<file path="src/rtl/hsv2rgb_pkg.sv">
package hsv2rgb_pkg;

	// Hue sectors of the six-sector scheme, named by the channel that holds V
	// and the channel that moves within the sector.
	typedef enum logic [2:0] {
		SEC_RED_GREEN_UP   = 3'd0,
		SEC_GREEN_RED_DOWN = 3'd1,
		SEC_GREEN_BLUE_UP  = 3'd2,
		SEC_BLUE_GREEN_DOWN = 3'd3,
		SEC_BLUE_RED_UP    = 3'd4,
		SEC_RED_BLUE_DOWN  = 3'd5
	} sector_t;

	localparam logic [2:0] SectorCount = 3'd6;

	// Word leaving the front end: sector, fraction and effective saturation.
	typedef struct packed {
		logic        valid;
		sector_t     sec;
		logic [7:0]  frac;
		logic [7:0]  sat;
		logic [7:0]  val;
		logic        grey;
		logic        black;
	} front_t;

	// Word leaving the scaling pipe: p is final, q and t are one step short.
	typedef struct packed {
		logic        valid;
		sector_t     sec;
		logic [7:0]  val;
		logic [7:0]  p;
		logic [15:0] zq;
		logic [15:0] zt;
		logic        grey;
		logic        black;
	} scale_t;

	// Floor of y/255 for any 24-bit y whose quotient fits in 16 bits.
	// The shifted sum never overshoots and falls short by at most one, which
	// a single remainder compare repairs.
	function automatic logic [15:0] div255(input logic [23:0] y);
		logic [24:0] sum;
		logic [15:0] est;
		logic [23:0] rem;
		sum = {1'b0, y} + {9'b0, y[23:8]} + {17'b0, y[23:16]};
		est = sum[23:8];
		rem = y - ({est, 8'b0} - {8'b0, est});
		if (rem >= 24'd255) begin
			est = est + 16'd1;
		end
		return est;
	endfunction

endpackage

</file>
<file path="src/rtl/hsv2rgb_front.sv">
module hsv2rgb_front
	import hsv2rgb_pkg::*;
(
	input  logic       clk,
	input  logic       arst_n,
	input  logic       start,
	input  logic       curve_mode,
	input  logic [7:0] hue_in,
	input  logic [7:0] sat_in,
	input  logic [7:0] val_in,
	output front_t     front
);

	logic        v_s1;
	logic [15:0] dd_s1;
	logic [10:0] six_s1;
	logic [7:0]  sat_s1;
	logic [7:0]  val_s1;
	logic        grey_s1;
	logic        black_s1;
	logic        curve_s1;

	logic        v_s2;
	sector_t     sec_s2;
	logic [7:0]  frac_s2;
	logic [7:0]  sat_s2;
	logic [7:0]  val_s2;
	logic        grey_s2;
	logic        black_s2;

	logic [7:0]  dsat;
	logic [15:0] div_dd;
	logic [15:0] div_six;
	logic [2:0]  sec_raw;
	logic [10:0] sec_base;
	logic [10:0] frac_w;
	logic [7:0]  sat_eff;
	sector_t     sec_wrapped;

	assign dsat = 8'd255 - sat_in;

	always_ff @(posedge clk or negedge arst_n) begin
		if (!arst_n) begin
			v_s1 <= 1'b0;
		end else begin
			v_s1 <= start;
		end
	end

	always_ff @(posedge clk) begin
		dd_s1    <= 16'(dsat) * 16'(dsat);
		six_s1   <= 11'(hue_in) * 11'd6;
		sat_s1   <= sat_in;
		val_s1   <= val_in;
		grey_s1  <= (sat_in == 8'd0);
		black_s1 <= (val_in == 8'd0);
		curve_s1 <= curve_mode && (sat_in >= 8'd2);
	end

	// The curve test uses raw saturation; the sector index reaches six only
	// at full hue, which folds back onto the first sector.
	always_comb begin
		div_dd   = div255(24'(dd_s1));
		div_six  = div255(24'(six_s1));
		sec_raw  = div_six[2:0];
		sec_base = {sec_raw, 8'b0} - 11'(sec_raw);
		frac_w   = six_s1 - sec_base;
		sat_eff  = curve_s1 ? (8'd255 - div_dd[7:0]) : sat_s1;
		if (sec_raw == SectorCount) begin
			sec_wrapped = SEC_RED_GREEN_UP;
		end else begin
			sec_wrapped = sector_t'(sec_raw);
		end
	end

	always_ff @(posedge clk or negedge arst_n) begin
		if (!arst_n) begin
			v_s2 <= 1'b0;
		end else begin
			v_s2 <= v_s1;
		end
	end

	always_ff @(posedge clk) begin
		sec_s2   <= sec_wrapped;
		frac_s2  <= frac_w[7:0];
		sat_s2   <= sat_eff;
		val_s2   <= val_s1;
		grey_s2  <= grey_s1;
		black_s2 <= black_s1;
	end

	assign front = {v_s2, sec_s2, frac_s2, sat_s2, val_s2, grey_s2, black_s2};

endmodule

</file>
<file path="src/rtl/hsv2rgb_scale.sv">
module hsv2rgb_scale
	import hsv2rgb_pkg::*;
(
	input  logic   clk,
	input  logic   arst_n,
	input  front_t front,
	output scale_t scale
);

	logic        v_s3;
	sector_t     sec_s3;
	logic [7:0]  val_s3;
	logic [15:0] kq_s3;
	logic [15:0] kt_s3;
	logic [15:0] pp_s3;
	logic        grey_s3;
	logic        black_s3;

	logic        v_s4;
	sector_t     sec_s4;
	logic [7:0]  val_s4;
	logic [7:0]  p_s4;
	logic [23:0] yq_s4;
	logic [23:0] yt_s4;
	logic        grey_s4;
	logic        black_s4;

	logic        v_s5;
	sector_t     sec_s5;
	logic [7:0]  val_s5;
	logic [7:0]  p_s5;
	logic [15:0] zq_s5;
	logic [15:0] zt_s5;
	logic        grey_s5;
	logic        black_s5;

	logic [15:0] p_div;

	always_ff @(posedge clk or negedge arst_n) begin
		if (!arst_n) begin
			v_s3 <= 1'b0;
			v_s4 <= 1'b0;
			v_s5 <= 1'b0;
		end else begin
			v_s3 <= front.valid;
			v_s4 <= v_s3;
			v_s5 <= v_s4;
		end
	end

	// Stage three forms the saturation products of q, t and p.
	always_ff @(posedge clk) begin
		kq_s3    <= 16'(front.frac) * 16'(front.sat);
		kt_s3    <= 16'(8'd255 - front.frac) * 16'(front.sat);
		pp_s3    <= 16'(front.val) * 16'(8'd255 - front.sat);
		sec_s3   <= front.sec;
		val_s3   <= front.val;
		grey_s3  <= front.grey;
		black_s3 <= front.black;
	end

	assign p_div = div255(24'(pp_s3));

	// Stage four scales by value; p is already complete here.
	always_ff @(posedge clk) begin
		yq_s4    <= 24'(val_s3) * 24'(16'd65025 - kq_s3);
		yt_s4    <= 24'(val_s3) * 24'(16'd65025 - kt_s3);
		p_s4     <= p_div[7:0];
		sec_s4   <= sec_s3;
		val_s4   <= val_s3;
		grey_s4  <= grey_s3;
		black_s4 <= black_s3;
	end

	// Stage five takes the first of two divisions by 255.
	always_ff @(posedge clk) begin
		zq_s5    <= div255(yq_s4);
		zt_s5    <= div255(yt_s4);
		p_s5     <= p_s4;
		sec_s5   <= sec_s4;
		val_s5   <= val_s4;
		grey_s5  <= grey_s4;
		black_s5 <= black_s4;
	end

	assign scale = {v_s5, sec_s5, val_s5, p_s5, zq_s5, zt_s5, grey_s5, black_s5};

endmodule

</file>
<file path="src/rtl/hsv2rgb_mix.sv">
module hsv2rgb_mix
	import hsv2rgb_pkg::*;
(
	input  logic       clk,
	input  logic       arst_n,
	input  scale_t     scale,
	output logic       done,
	output logic [7:0] red_out,
	output logic [7:0] green_out,
	output logic [7:0] blue_out
);

	logic [15:0] q_div;
	logic [15:0] t_div;
	logic [7:0]  q;
	logic [7:0]  t;
	logic [7:0]  r_nxt;
	logic [7:0]  g_nxt;
	logic [7:0]  b_nxt;

	assign q_div = div255(24'(scale.zq));
	assign t_div = div255(24'(scale.zt));
	assign q     = q_div[7:0];
	assign t     = t_div[7:0];

	always_comb begin
		if (scale.grey) begin
			r_nxt = scale.val;
			g_nxt = scale.val;
			b_nxt = scale.val;
		end else if (scale.black) begin
			r_nxt = 8'd0;
			g_nxt = 8'd0;
			b_nxt = 8'd0;
		end else begin
			unique case (scale.sec)
				SEC_RED_GREEN_UP: begin
					r_nxt = scale.val; g_nxt = t; b_nxt = scale.p;
				end
				SEC_GREEN_RED_DOWN: begin
					r_nxt = q; g_nxt = scale.val; b_nxt = scale.p;
				end
				SEC_GREEN_BLUE_UP: begin
					r_nxt = scale.p; g_nxt = scale.val; b_nxt = t;
				end
				SEC_BLUE_GREEN_DOWN: begin
					r_nxt = scale.p; g_nxt = q; b_nxt = scale.val;
				end
				SEC_BLUE_RED_UP: begin
					r_nxt = t; g_nxt = scale.p; b_nxt = scale.val;
				end
				default: begin
					r_nxt = scale.val; g_nxt = scale.p; b_nxt = q;
				end
			endcase
		end
	end

	always_ff @(posedge clk or negedge arst_n) begin
		if (!arst_n) begin
			done <= 1'b0;
		end else begin
			done <= scale.valid;
		end
	end

	always_ff @(posedge clk) begin
		red_out   <= r_nxt;
		green_out <= g_nxt;
		blue_out  <= b_nxt;
	end

endmodule

</file>
<file path="src/rtl/hsv_to_rgb_converter.sv">
// A word accepted with start comes out with done high once it has passed
// the six pipeline registers, one per stage.
// Throughput: one word per clock; busy is always low and the pipe never stalls.
// Reset (arst_n low, asynchronous) clears every valid bit and curve_mode.
// The result is shown for exactly one cycle and the receiver cannot stall it.
module hsv_to_rgb_converter
	import hsv2rgb_pkg::*;
(
	input  logic       clk,
	input  logic       arst_n,
	input  logic       start,
	output logic       busy,
	input  logic [7:0] hue_in,
	input  logic [7:0] sat_in,
	input  logic [7:0] val_in,
	input  logic       cfg_valid,
	output logic       cfg_ready,
	input  logic       cfg_data,
	output logic       done,
	output logic [7:0] red_out,
	output logic [7:0] green_out,
	output logic [7:0] blue_out
);

	// The only register, for the LED saturation curve. The user writes it only
	// while the pipe is empty (unenforced here), so items in flight never see it change.
	logic curve_q;

	front_t front;
	scale_t scale;

	// Every stage advances every cycle, so a new word can be taken at each
	// edge and nothing ever holds the input off.
	assign busy      = 1'b0;
	assign cfg_ready = 1'b1;

	always_ff @(posedge clk or negedge arst_n) begin
		if (!arst_n) begin
			curve_q <= 1'b0;
		end else if (cfg_valid && cfg_ready) begin
			curve_q <= cfg_data;
		end
	end

	// Stages one and two: the saturation curve and the hue sector with its
	// fraction. Squares and the hue scaling are registered before the
	// divisions by 255, which are shift-add estimates with one correction.
	hsv2rgb_front u_front (
		.clk        (clk),
		.arst_n     (arst_n),
		.start      (start && !busy),
		.curve_mode (curve_q),
		.hue_in     (hue_in),
		.sat_in     (sat_in),
		.val_in     (val_in),
		.front      (front)
	);

	// Stages three to five: saturation products, scaling by value, and the
	// first division of q and t by 255. The divisor 65025 is taken as two
	// successive divisions by 255, which give the same floor.
	hsv2rgb_scale u_scale (
		.clk    (clk),
		.arst_n (arst_n),
		.front  (front),
		.scale  (scale)
	);

	// Stage six: the second division, sector selection of the three
	// channels, and the grey and black special cases. Grey uses the raw
	// saturation and wins over black, which matches for zero value anyway.
	hsv2rgb_mix u_mix (
		.clk       (clk),
		.arst_n    (arst_n),
		.scale     (scale),
		.done      (done),
		.red_out   (red_out),
		.green_out (green_out),
		.blue_out  (blue_out)
	);

`ifndef ASSERT_OFF
	// Every accepted word produces a result once it has passed through the pipe.
	a_latency: assert property (@(posedge clk) disable iff (!arst_n)
		(start && !busy) |-> ##6 done)
		else $error("accepted word did not produce a result after six cycles");

	// A result never appears without a matching word accepted before it.
	a_no_spurious: assert property (@(posedge clk) disable iff (!arst_n)
		done |-> $past(start && !busy, 6))
		else $error("result strobe without a matching accepted word");

	// Zero saturation yields a grey pixel.
	a_grey: assert property (@(posedge clk) disable iff (!arst_n)
		(done && $past(start && sat_in == 8'd0, 6)) |->
		(red_out == green_out && green_out == blue_out))
		else $error("zero saturation did not give equal channels");
`endif

endmodule
</file>
<file path="config.mk">
export PLATFORM = sky130hd
export DESIGN_NAME = hsv_to_rgb_converter
export DESIGN_NICKNAME = d
export VERILOG_FILES = /design/src/rtl/hsv2rgb_pkg.sv /design/src/rtl/hsv2rgb_front.sv /design/src/rtl/hsv2rgb_scale.sv /design/src/rtl/hsv2rgb_mix.sv /design/src/rtl/hsv_to_rgb_converter.sv
export SDC_FILE = /design/constraint.sdc
export NUM_CORES = 2
export LEC_CHECK = 0
export ABC_AREA = 1
export BUFFER_PORTS_ARGS = -buffer_cell sky130_fd_sc_hd__buf_2
export CORE_UTILIZATION = 35
export DETAILED_ROUTE_END_ITERATION = 8
export HOLD_SLACK_MARGIN = 0.1
export PLACE_DENSITY = 0.53
export RECOVER_POWER = 50
export SYNTH_ARGS = -nofsm -noshare
export SYNTH_HDL_FRONTEND = slang
export SYNTH_HIERARCHICAL = 1
export SYNTH_SLANG_ARGS = --single-unit
</file>
<file path="constraint.sdc">
create_clock -name clk -period 11.3 [get_ports clk]
set_input_delay 0 -clock clk [delete_from_list [all_inputs] [get_ports clk]]
set_output_delay 0 -clock clk [all_outputs]
set_load 0.02 [all_outputs]
</file>
After elaboration in Yosys (flattened, before gate mapping)
Index checks and enable logic that the tools add are counted.
{"block": "totals", "regBits": 288, "elab_cells": 127}
{"block": "op_classes", "reduce_logical": 8, "add_sub_neg": 38, "eq_ne": 5, "multipliers": 7, "mux": 17, "order_cmp": 8}
{"operator": "$ge A24 B8 Y1 const B", "n": 7}
{"operator": "$sub A16 B24 Y24", "n": 4}
{"operator": "$mux W8", "n": 11}
{"operator": "$pmux W8 S3", "n": 3}
{"operator": "$sub A17 B9 Y18", "n": 4}
{"operator": "$add A16 B8 Y17", "n": 4}
{"operator": "$add A24 B16 Y24", "n": 2}
{"operator": "$add A24 B8 Y24", "n": 2}
{"operator": "$mul A8 B24 Y24", "n": 2}
{"operator": "$sub A24 B16 Y24", "n": 2}
{"operator": "$sub A24 B24 Y24", "n": 2}
{"operator": "$sub A16 B16 Y17 const A", "n": 2}
{"operator": "$add A16 B1 Y16 const B", "n": 2}
{"operator": "$add A8 B1 Y8 const B", "n": 4}
{"operator": "$mul A8 B8 Y16", "n": 2}
{"operator": "$mux W16", "n": 2}
{"operator": "$sub A11 B24 Y24", "n": 1}
{"operator": "$sub A8 B8 Y9 const A", "n": 2}
{"operator": "$logic_not A8 Y1", "n": 2}
{"operator": "$mul A16 B8 Y16", "n": 1}
{"operator": "$mul A8 B16 Y16", "n": 1}
{"operator": "$sub A8 B8 Y8 const A", "n": 2}
{"operator": "$sub A12 B4 Y13", "n": 1}
{"operator": "$add A11 B3 Y12", "n": 1}
{"operator": "12 further kinds", "n": 17}

Longest topological paths before layout
{"block": "logic_depth", "ltp_word": 8, "depth_mapped": 40}

Hierarchy
Netlist, hierarchy kept.
{"mod": "hsv2rgb_scale", "cells_each": 3980, "instances": 1, "area_each_um2": 28994.1}
{"mod": "hsv2rgb_front", "cells_each": 864, "instances": 1, "area_each_um2": 6429.9}
{"mod": "hsv2rgb_mix", "cells_each": 1039, "instances": 1, "area_each_um2": 5901.9}
{"mod": "hsv_to_rgb_converter", "cells_each": 9, "instances": 1, "area_each_um2": 62.6}

Worst setup path after synthesis
No wires, ideal clock.
{"block": "synth_timing", "path_type": "register to register", "from": "reg u_scale.kt_s3[1]", "to": "reg u_scale.yt_s4[20]", "setup_time_ns": 0.127, "required_ns": 11.173, "arrival_time_ns": 5.548, "setup_slack_ns": 5.626, "n_path_buf": 1, "path_stages_with_launch": 31, "cell_sequence": "dfxtp_1 > buf_2 > inv_1 > ha_1 > nand2_1 > or2_2 > or3_1 > nor2_1 > inv_1 > nand2_1 > nand2_1 > inv_1 > nand2_1 > fa_1 > inv_1 > fa_1 > inv_1 > fa_1 > inv_1 > fa_1 > ha_1 > a21o_1 > a21oi_1 > o21ai_0 > nand3_1 > nand2_1 > nand2_1 > nand2_1 > a21boi_0 > o21ai_0 > xor2_1"}
{"block": "synth_between", "elab_chain_cells": 2}
{"element": "start: declaration", "line": "hsv2rgb_scale.sv:14", "source": "logic [15:0] kt_s3;"}
{"element": "start signal: assignment", "line": "hsv2rgb_scale.sv:54", "source": "kt_s3 <= 16'(8'd255 - front.frac) * 16'(front.sat);"}
{"element": "$sub A16 B16 Y17", "line": "hsv2rgb_scale.sv:67", "source": "yt_s4 <= 24'(val_s3) * 24'(16'd65025 - kt_s3);"}
{"element": "$mul A8 B24 Y24", "line": "hsv2rgb_scale.sv:67"}
{"element": "end signal: assignment", "line": "hsv2rgb_scale.sv:67"}
{"element": "end: declaration", "line": "hsv2rgb_scale.sv:24", "source": "logic [23:0] yt_s4;"}
Every way passes these cells.
A chain may end at the register's enable or synchronous reset.

Worst setup path in the final report
{"block": "layout_timing", "from": "reg u_scale.val_s3[3]", "to": "reg u_scale.yt_s4[20]"}
{"block": "layout_between", "elab_chain_cells": 1}
{"element": "start: declaration", "line": "hsv2rgb_scale.sv:12", "source": "logic [7:0] val_s3;"}
{"element": "start signal: assignment", "line": "hsv2rgb_scale.sv:57", "source": "val_s3 <= front.val;"}
{"element": "$mul A8 B24 Y24", "line": "hsv2rgb_scale.sv:67"}
Every way passes these cells.

==> flow_metrics.env <==
export IMPL_insertion_delay_ps=590
export IMPL_syn_to_final_growth_pct=8.764
export IMPL_viasPerCell=4.854
export IMPL_multi_input_area_um2=30900
export IMPL_clk_pin_slew_ps=60
export IMPL_worstHoldStart="val_in[0]"
export IMPL_path_delay_family="buffers and inverters"
export IMPL_hold_violations=0
export IMPL_initial_core_util_pct=35.47
export IMPL_drtAntennaViolNets=0
export IMPL_grt_pass1_wl_um=186000
export IMPL_start_kind="flip-flop"
export IMPL_nFillCells=12400
export IMPL_die_w_um=345.9
export IMPL_min_period_over_period_pct=61.19
export IMPL_synthArstFlopShare_pct=2.439
export IMPL_hold_path_class="input pin to flip-flop"
export IMPL_seqCellArea_um2=5781
export IMPL_yosysUniqueCellTypes=73
export IMPL_hold_end="u_front/val_s1[0]$_DFF_P_"
export IMPL_cts_tree="yes"
export IMPL_cts_resized=0
export IMPL_reg2reg_slack_ps=4390
export IMPL_clk_path_buf_depth=3
export IMPL_cp_max_fo=25
export IMPL_drcViolationCount=0
export IMPL_numCtsBuffers=38
export IMPL_ios=56
export IMPL_num_rows=125
export IMPL_wl_um=112500
export IMPL_yosysMostFrequentCell="nand2_1"
export IMPL_dpl_cell_area_um2=43260
export IMPL_worstPathBufferInverterCount=4
export IMPL_h_tree_depth=2
export IMPL_fmax_mhz=144.6
export IMPL_synth_ff_type="dfxtp_1"
export IMPL_drv_slew=113
export IMPL_drive_gt1_share_pct=4.949
export IMPL_finClkSkew_ps=19.80
export IMPL_fin_area_um2=45020
export IMPL_synth_enable_flop_cells=0
export IMPL_post_drt_wl_per_cell_um=14.99
export IMPL_finalNetCount=6838
export IMPL_coreArea_um2=116700
export IMPL_end_kind="flip-flop"
export IMPL_synth_cells=5892
export IMPL_holdBufCountCts=45
export IMPL_crit_required_ps=11760
export IMPL_grt_overflow=0
export IMPL_syn_area_per_cell_um2=7.025
export IMPL_yosysTopAreaCell="fa_1"
export IMPL_hpwlAfterDp_um=93120
export IMPL_cts_root_buf="clkbuf_16"
export IMPL_synth_area_leaders="fa_1, ha_1, dfxtp_1"
export IMPL_crit_path_top_delay_cell="clkinv_1"
export IMPL_drt_initial_drc_count=2414
export IMPL_violations="capacitance limit, slew limit"
export IMPL_netlist_top_cells_count="nand2_1, inv_1, nor2_1"
export IMPL_max_cap_viol_count=4
export IMPL_timing_rr_end="u_scale/yt_s4[20]$_DFF_P_"
export IMPL_crit_arrival_ps=7380
export IMPL_synth_nets=6776
export IMPL_yosys_area_top_type_share_pct=18.24
export IMPL_grt_total_usage_pct=18.83
export IMPL_run_status="finished, violations left"
export IMPL_rsz0062_at_grt="false"
export IMPL_worstSetupPathType="flip-flop to flip-flop"
export IMPL_r2r_cells=21
export IMPL_ys_seq_area_share_pct=13.97
export IMPL_period_minus_slack_ps=6915
export IMPL_ys_ff_latch=287
export IMPL_grt_antenna_before_repair=0
export IMPL_worst_pin_slew_ps=1896
export IMPL_synth_warnings=6
export IMPL_num_vias=36430
export IMPL_tns_ps=0
export IMPL_cts_sinks=287
export IMPL_die_h_um=345.9
export IMPL_crit_top_cell="fa_1"
export IMPL_hold_depth=2
export IMPL_gp_congestion=0.9345
export IMPL_setup_viol=0
export IMPL_grt_pass1_vias=35940
export IMPL_slew_headroom_pct=-26.43
export IMPL_critPathMaxStageDelay_ps=1170
export IMPL_grt_start_max_net_pins=32
export IMPL_reg2reg_from="u_scale/val_s3[3]$_DFF_P_"
export IMPL_cts_setup_buffers=0
export IMPL_io_buffers=53
export IMPL_crit_chain="clkbuf_1 -> clkinv_1 -> nor2_1 -> fa_1 -> inv_1 -> fa_1 -> fa_1 -> fa_1 -> inv_1 -> ha_1 -> a21oi_1 -> o21ai_0 -> a21oi_1 -> o21ai_0 -> nand3_1 -> nand2_1 -> nand2_1 -> nand2_1 -> a21boi_0 -> o21ai_0 -> xor2_1"
export IMPL_die_area_um2=119600
export IMPL_drtPass1Iterations=7
export IMPL_synth_area_um2=41390
registers in the layout (all words and copies together), names as in the netlist, 8 cells and up:
| register | flops |
|---|---|
| u_scale/yt_s4 | 24 |
| u_scale/p_s4 | 8 |
| u_front/sat_s2 | 8 |
| u_front/dd_s1 | 15 |
| u_scale/p_s5 | 8 |
| u_scale/val_s4 | 8 |
| u_front/frac_s2 | 8 |
| u_scale/kt_s3 | 16 |
| u_scale/yq_s4 | 24 |
| u_scale/val_s3 | 8 |
| u_scale/kq_s3 | 16 |
| u_scale/val_s5 | 8 |
| u_scale/zq_s5 | 16 |
| u_scale/pp_s3 | 16 |
| u_scale/zt_s5 | 16 |
| u_mix/green_out | 8 |
| u_front/val_s2 | 8 |
| u_mix/blue_out | 8 |
| u_front/val_s1 | 8 |
| u_front/sat_s1 | 8 |
| u_front/six_s1 | 10 |
| u_mix/red_out | 8 |
cells in the final DEF (no fill, tap or decap), types with 45 or more instances in the layout:
cell and n:
a21oi_1 276, fa_1 377, dlygate4sd3_1 45, inv_1 1126, dfxtp_1 280, nor3_1 53
o21ai_0 139, nor2_1 570, xnor2_1 93, nand3_1 329, xor2_1 189, clkbuf_1 55
nand2_2 62, ha_1 478, nand2_1 1390, nand4_1 125
final cells by class:
cell class | instances | area share, %
repair buffers | 111 | 1.601
multi-input cells | 4368 | 68.63
flip-flops and latches | 287 | 12.84
clock buffers | 45 | 2.329
diodes | 1 | 0.005559
inverters | 1148 | 9.573
clock inverters | 22 | 0.7810
well taps | 1524 | 4.236
worst max-delay path by stage:
stage | from | to | slack [ps] | cells past startpoint
2_1_floorplan | u_scale/kt_s3[1]$_DFF_P_ | u_scale/yt_s4[20]$_DFF_P_ | 5630 | 30
3_3_place_gp | u_scale/kq_s3[1]$_DFF_P_ | u_scale/yq_s4[22]$_DFF_P_ | 4740 | 30
4_1_cts | u_scale/kq_s3[1]$_DFF_P_ | u_scale/yq_s4[22]$_DFF_P_ | 4650 | 30
6_report | u_scale/val_s3[3]$_DFF_P_ | u_scale/yt_s4[20]$_DFF_P_ | 4390 | 21
5_1_grt | u_scale/val_s3[3]$_DFF_P_ | u_scale/yt_s4[20]$_DFF_P_ | 4000 | 21
3_5_place_dp | u_scale/kq_s3[1]$_DFF_P_ | u_scale/yq_s4[22]$_DFF_P_ | 4730 | 30
layer usage:
layer	vias up	share of wire [%]	wire length, µm	global-route usage, %
met5	-	0	0	0
met4	0	2.0	2265	4.218
met3	133	4.0	4525	1.877
met2	726	45	50760	31.04
met1	17090	49	54950	26.38
li1	18480	-	-	-
kinds of logic (layout without fill, tap and decap cells):
logic type                 count (synthesis)  count (layout)  synth area share (%)
xor gates and xnor gates                 288             288                 6.203
buffers and inverters                   1237            1326                 11.38
other                                      2               3               0.01815
adders and majority gates                855             855                 32.69
DFF                                      287             287                 13.97
and+or+nand+nor                         2696            2696                 28.60
AOI/OAI and AO/OA                        527             527                 7.144
per-stage QoR:
step	util [%]	cells	worst slack (ps)	hold slack (ps)
5_1_grt	38.58	7505	4000	153.3
6_report	38.58	7506	4385	169.4
2_1_floorplan	-	5892	5626	-295.6
4_1_cts	38.66	7505	4653	107.1
3_3_place_gp	37.07	7393	4740	-165.0
3_5_place_dp	37.07	7393	4729	-162.0
Power is left out: the tool's default activity adds up to more than one toggle a clock period on the data nets, which glitch-free logic cannot reach.
